==> config.mk <==
export PLATFORM = sky130hd
export DESIGN_NAME = pbtp_nice
export DESIGN_NICKNAME = d
export VERILOG_FILES = /design/src/rtl/pbtp_pkg.sv /design/src/rtl/pbtp_nice.sv
export SDC_FILE = /design/constraint.sdc
export NUM_CORES = 1
export LEC_CHECK = 0
export BUFFER_PORTS_ARGS = -buffer_cell sky130_fd_sc_hd__buf_2
export CAP_MARGIN = 20
export CORE_MARGIN = 2
export CORE_UTILIZATION = 35
export DETAILED_ROUTE_END_ITERATION = 7
export HOLD_SLACK_MARGIN = 0.06
export REMOVE_ABC_BUFFERS = 1
export SLEW_MARGIN = 25
export SYNTH_ARGS = -nofsm -noshare
export SYNTH_HDL_FRONTEND = slang
export SYNTH_SLANG_ARGS = --single-unit
==> constraint.sdc <==
create_clock -name clk_i -period 14.47 [get_ports clk_i]
set_input_delay 3.6175 -clock clk_i [delete_from_list [all_inputs] [get_ports clk_i]]
set_output_delay 3.6175 -clock clk_i [all_outputs]
set_load 0.03 [all_outputs]
==> src/rtl/pbtp_pkg.sv <==
// ----------------------------------------------------------------------------
// pbtp package
// shared types and constants of the priority based task picker
// ----------------------------------------------------------------------------
`timescale 1ns / 1ps

package pbtp_pkg;

  localparam int SLOTS    = 64;
  localparam int SLOT_W   = $clog2(SLOTS);
  localparam int PRIO_W   = 7;
  localparam int PRIO_MAX = 100;
  localparam int NICE_W   = 4;

  typedef enum logic [2:0] {
    MODE_TICK    = 3'd0,
    MODE_CREATE  = 3'd1,
    MODE_RELEASE = 3'd2,
    MODE_BLOCK   = 3'd3,
    MODE_FREE    = 3'd4,
    MODE_SETPRIO = 3'd5,
    MODE_PICK    = 3'd6
  } mode_e;

  typedef enum logic [1:0] {
    ST_UNUSED   = 2'd0,
    ST_RUNNABLE = 2'd1,
    ST_RUNNING  = 2'd2,
    ST_BLOCKED  = 2'd3
  } status_e;

  typedef struct packed {
    logic [PRIO_W-1:0] static_prio;
    logic              fresh;
    logic [31:0]       run_count;
    logic [31:0]       creation;
    logic [31:0]       recent;
    logic [31:0]       dispatch;
    logic [31:0]       release_t;
  } rec_t;

  typedef struct packed {
    logic        fresh;
    logic [31:0] release_t;
    logic [31:0] dispatch;
    logic [31:0] recent;
  } nice_req_t;

  function automatic logic [PRIO_W-1:0] sat_prio(input logic [PRIO_W-1:0] v);
    logic [PRIO_W-1:0] r;
    r = (v > PRIO_W'(PRIO_MAX)) ? PRIO_W'(PRIO_MAX) : v;
    return r;
  endfunction

endpackage

==> src/rtl/pbtp_nice.sv <==
// ----------------------------------------------------------------------------
// pbtp niceness unit
// iterative 10*sleep/(sleep+run) with a four step restoring divide
// ----------------------------------------------------------------------------
`timescale 1ns / 1ps

module pbtp_nice import pbtp_pkg::*; (
  input  logic              clk_i,
  input  logic              rst_ni,
  input  logic              start_i,
  input  nice_req_t         req_i,
  output logic              done_o,
  output logic [NICE_W-1:0] nice_o
);

  typedef enum logic [4:0] {
    N_IDLE  = 5'b00001,
    N_PREP  = 5'b00010,
    N_SCALE = 5'b00100,
    N_DIV   = 5'b01000,
    N_DONE  = 5'b10000
  } nstate_e;

  nstate_e           state_q, state_d;
  nice_req_t         req_q;
  logic [32:0]       slp_q, slp_d;
  logic [33:0]       den_q, den_d;
  logic [36:0]       rem_q, rem_d;
  logic [NICE_W-1:0] q_q, q_d;
  logic [1:0]        step_q, step_d;
  logic [33:0]       sl;
  logic [37:0]       trial;

  assign sl     = {2'b0, req_q.release_t} - {2'b0, req_q.dispatch} + {2'b0, req_q.recent};
  assign trial  = {4'b0, den_q} << step_q;
  assign done_o = (state_q == N_DONE);
  assign nice_o = q_q;

  always_comb begin
    state_d = state_q;
    slp_d   = slp_q;
    den_d   = den_q;
    rem_d   = rem_q;
    q_d     = q_q;
    step_d  = step_q;
    case (state_q)
      N_IDLE: begin
        if (start_i) begin
          state_d = N_PREP;
        end
      end
      N_PREP: begin
        slp_d   = sl[33] ? 33'd0 : sl[32:0];
        state_d = N_SCALE;
      end
      N_SCALE: begin
        den_d  = {1'b0, slp_q} + {2'b0, req_q.recent};
        rem_d  = {1'b0, slp_q, 3'b0} + {3'b0, slp_q, 1'b0};
        q_d    = '0;
        step_d = 2'd3;
        if (req_q.fresh || (den_d == '0)) begin
          q_d     = NICE_W'(5);
          state_d = N_DONE;
        end else begin
          state_d = N_DIV;
        end
      end
      N_DIV: begin
        if ({1'b0, rem_q} >= trial) begin
          rem_d = rem_q - trial[36:0];
          q_d   = q_q | (NICE_W'(1) << step_q);
        end
        step_d = step_q - 2'd1;
        if (step_q == 2'd0) begin
          state_d = N_DONE;
        end
      end
      N_DONE: begin
        state_d = N_IDLE;
      end
      default: begin
        state_d = N_IDLE;
      end
    endcase
  end

  always_ff @(posedge clk_i or negedge rst_ni) begin
    if (!rst_ni) begin
      state_q <= N_IDLE;
    end else begin
      state_q <= state_d;
    end
  end

  always_ff @(posedge clk_i) begin
    if (start_i && (state_q == N_IDLE)) begin
      req_q <= req_i;
    end
    slp_q  <= slp_d;
    den_q  <= den_d;
    rem_q  <= rem_d;
    q_q    <= q_d;
    step_q <= step_d;
  end

endmodule

==> flow_summary.json <==
{
  "seqPwrFrac": 0.255,
  "drt_wl_total_um": 39930,
  "drive_gt1_frac": 0.1153,
  "p_comb_frac": 0.588,
  "reg2reg_depth": 23,
  "leakagePower_nw": 7.678,
  "place_area_mm2": 0.01771,
  "cts-root-buf": "clkbuf_16",
  "cts_htree_levels": 1,
  "cp.required_ns": 14.76,
  "vias": 12840,
  "synth_compound_area_frac": 0.2085,
  "overflow": 0,
  "fin_ws_ns": 8.757,
  "antenna_found_initial": 0,
  "clk_latency_ns": 0.54,
  "start_util": 0.3547,
  "final_common_cell": "edfxtp_1",
  "diodes": 0,
  "fin_crit_sh": 0.3948,
  "hp-class": "reg2reg",
  "routedWlPerCell_um": 16.62,
  "viasPerCell": 5.344,
  "holdBufCountCts": 0,
  "ys.flop_type": "edfxtp_1",
  "layout_common_cells": "edfxtp_1 (207), ha_1 (168), a21oi_1 (153), nor2_1 (128), inv_1 (119)",
  "fmax_ghz": 0.1750,
  "crit_slowest_cell": "o211ai_1",
  "synth-seq-area-share": 0.3841,
  "rsz0062_at_grt": "no",
  "grt_pass1_wl_um": 64450,
  "synth_adder_area_share": 0.1334,
  "syn_area_per_cell_um2": 9.824,
  "cts_tree": "yes",
  "whs_endpoint": "nice_o[1]",
  "path_cells": "inv_1 > ha_1 > a211o_1 > or3_1 > o211ai_1 > o21a_1 > o21ai_0 > a31o_2 > a21o_1 > a21oi_1 > xnor2_1 > ha_1 > a21o_1 > a21o_1 > a21oi_1 > nand3_1 > a211o_1 > nand2_1 > o21ai_0 > o22ai_1 > o21a_1 > buf_6 > nor3_1",
  "hold_viol": 0,
  "r2r-start": "req_q[41]",
  "yosys-mux-area-fraction": 0.03826,
  "core_area_mm2": 0.04656,
  "drt_iter0_markers": 786,
  "yosys.area.top_type": "edfxtp_1",
  "clock-sinks": 212,
  "die-area_mm2": 0.04893,
  "power.density_mw_per_mm2": 214.6,
  "synth_edf_count": 207,
  "io_buffers": 104,
  "die_w_um": 221.2,
  "rrSetupSlack_ns": 8.76,
  "synth_area_leaders": "edfxtp_1 (38%), ha_1 (13%), a21oi_1 (4.6%), xnor2_1 (4.1%), a21o_1 (3.6%)",
  "finalMaxSlewViolations": 0,
  "cts_buffer_depth": 3,
  "hold_ws_ns": 0.5774,
  "tns_ns": 0,
  "cts_resized": 0,
  "wl_met3_um": 1424,
  "syn_to_final_growth_pct": 12.18,
  "met1_length_um": 18750,
  "synth_warnings": 0,
  "clkTransAtPathRegs_ns": 0.06,
  "cp.arrival_ns": 6.00,
  "reg2reg_to": "slp_q[8]",
  "fin_area_mm2": 0.01853,
  "synthArstFlopShare": 0.02358,
  "drv_cap": 0,
  "drtPass1Iterations": 5,
  "hold_start": "nice_o[1]",
  "cts_buffers": 25,
  "ant_nets": 0,
  "relSlewSlack": 0.4128,
  "grt_max_degree": 74,
  "grt_pass1_vias": 12700,
  "synth.distinct_cells": 80,
  "power.switching_w": 0.001700,
  "finalSetupViolations": 0,
  "status": "finished clean",
  "synth_cells": 1681,
  "post_cts_buffers": 0,
  "worstMarginPinSlew_ns": 0.8807,
  "wl_met2_um": 18480,
  "synth_top_area_share": 0.3764,
  "period_needed_ns": 5.713,
  "yosys.area_share.xor_xnor": 0.06789,
  "dieHeight_um": 221.2,
  "synthSimpleGateAreaFrac": 0.1306,
  "cp_common_cell": "a21o_1",
  "drc": 0,
  "synth_seq_cells": 212,
  "intPower_w": 0.002276,
  "cp-end-kind": "flop",
  "track_usage": 0.1596,
  "pre_cts_ws_ns": 8.485,
  "p_clk_frac": 0.157,
  "synth_area_mm2": 0.01651,
  "routed.top_layer": "met4",
  "numPlacedInstances": 2358,
  "peakVddDrop_v": 0.0001206,
  "synth_top_family_by_area": "compound AO/OA/AOI/OAI gates",
  "nets": 2052,
  "hpwl_um": 31660,
  "switching_share": 0.4276,
  "skew_ns": 0.01634,
  "hold_depth": 2,
  "slowest_delay_ns": 0.40,
  "io_pins": 105,
  "start_kind": "flop",
  "critPathMaxFanout": 23,
  "final_cells": 2403,
  "path_class": "reg2reg",
  "rows": 79,
  "place_congestion": 0.9086
}
-- layout make-up --
type | instances | area, um^2
clock inverters | 17 | 168.9
repair buffers | 114 | 599.3
multi-input cells | 1306 | 9572
fillers | 4566 | 28030
well taps | 607 | 759.5
flip-flops and latches | 212 | 6342
inverters | 120 | 450.4
clock buffers | 27 | 633.1
-- critical path, delay by kind of cell (launching register included) --
kind            cells  cell delay, ns
flops               1            0.32
buf+inv             2            0.29
xor+xnor            1            0.14
simple gates        4            0.60
fa+ha+maj           2            0.67
compound gates     14            3.43
-- worst max path at each step --
stage / depth (start not counted) / slack, ns / start / end
after floorplan: 2 / 0.80 / start_i / req_q[0]
after global placement: 22 / 8.63 / req_q[41] / slp_q[8]
after detailed placement: 22 / 8.49 / req_q[41] / slp_q[28]
after CTS: 22 / 8.47 / req_q[41] / slp_q[30]
after global routing: 23 / 8.42 / req_q[41] / slp_q[8]
final: 23 / 8.76 / req_q[41] / slp_q[8]
-- synthesized netlist by cell type (6+ instances only) --
cell / count
o32a_1: 6
inv_1: 119
nor4_1: 10
o211ai_1: 16
o21bai_1: 25
o21ai_0: 99
a21o_1: 79
xor2_1: 51
nand4_1: 19
o31ai_1: 9
a221oi_1: 6
nor2_1: 128
a211oi_1: 30
o21a_1: 20
ha_1: 168
nand3_1: 29
nor2b_1: 24
nand2b_1: 20
mux4_2: 22
nor3_1: 20
or3_1: 15
xnor2_1: 77
o31a_1: 6
or2_2: 6
mux2i_1: 8
clkbuf_1: 34
a211o_1: 9
a21oi_1: 153
and3_1: 11
a31oi_1: 14
and4_1: 6
edfxtp_1: 207
and2_1: 6
nand2_1: 117
-- routing by layer --
layer | vias up | GRT usage
met3 | 74 | 0.01660
met5 | - | 0
li1 | 6514 | -
met1 | 5983 | 0.2140
met4 | 0 | 0.05845
met2 | 271 | 0.2668
-- flip-flops by register name, indices dropped and copies added (netlist names) --
register and flops:
rem_q 37, den_q 34, slp_q 33, nice_o 4, state_q 5, req_q 97, step_q 2
-- power by group through the flow --
stage,clock network (W),registers [W],logic [W]
floorplan,0,0.00102,0.00183
global placement,0,0.00102,0.00227
detailed placement,0,0.00103,0.00231
CTS,0.000644,0.00101,0.00233
global route,0.000669,0.00103,0.00263
finish,0.000625,0.00101,0.00234
-- metrics by stage --
| step | util | total power [W] |
|---|---|---|
| floorplan | - | 0.002848 |
| global placement | 0.3804 | 0.003297 |
| global route | 0.3979 | 0.004325 |
| detailed placement | 0.3804 | 0.003339 |
| finish | 0.3979 | 0.003976 |
| CTS | 0.3977 | 0.003984 |
-- cells by family (layout without fill, tap and decap cells) --
family          count (synthesis)  after routing
mux                            35             35
buf+inv                       163            278
compound gates                531            531
flops                         212            212
xor+xnor                      128            128
simple gates                  439            439
fa+ha+maj                     173            173
No activity file was read; power rests on OpenSTA's default activity.
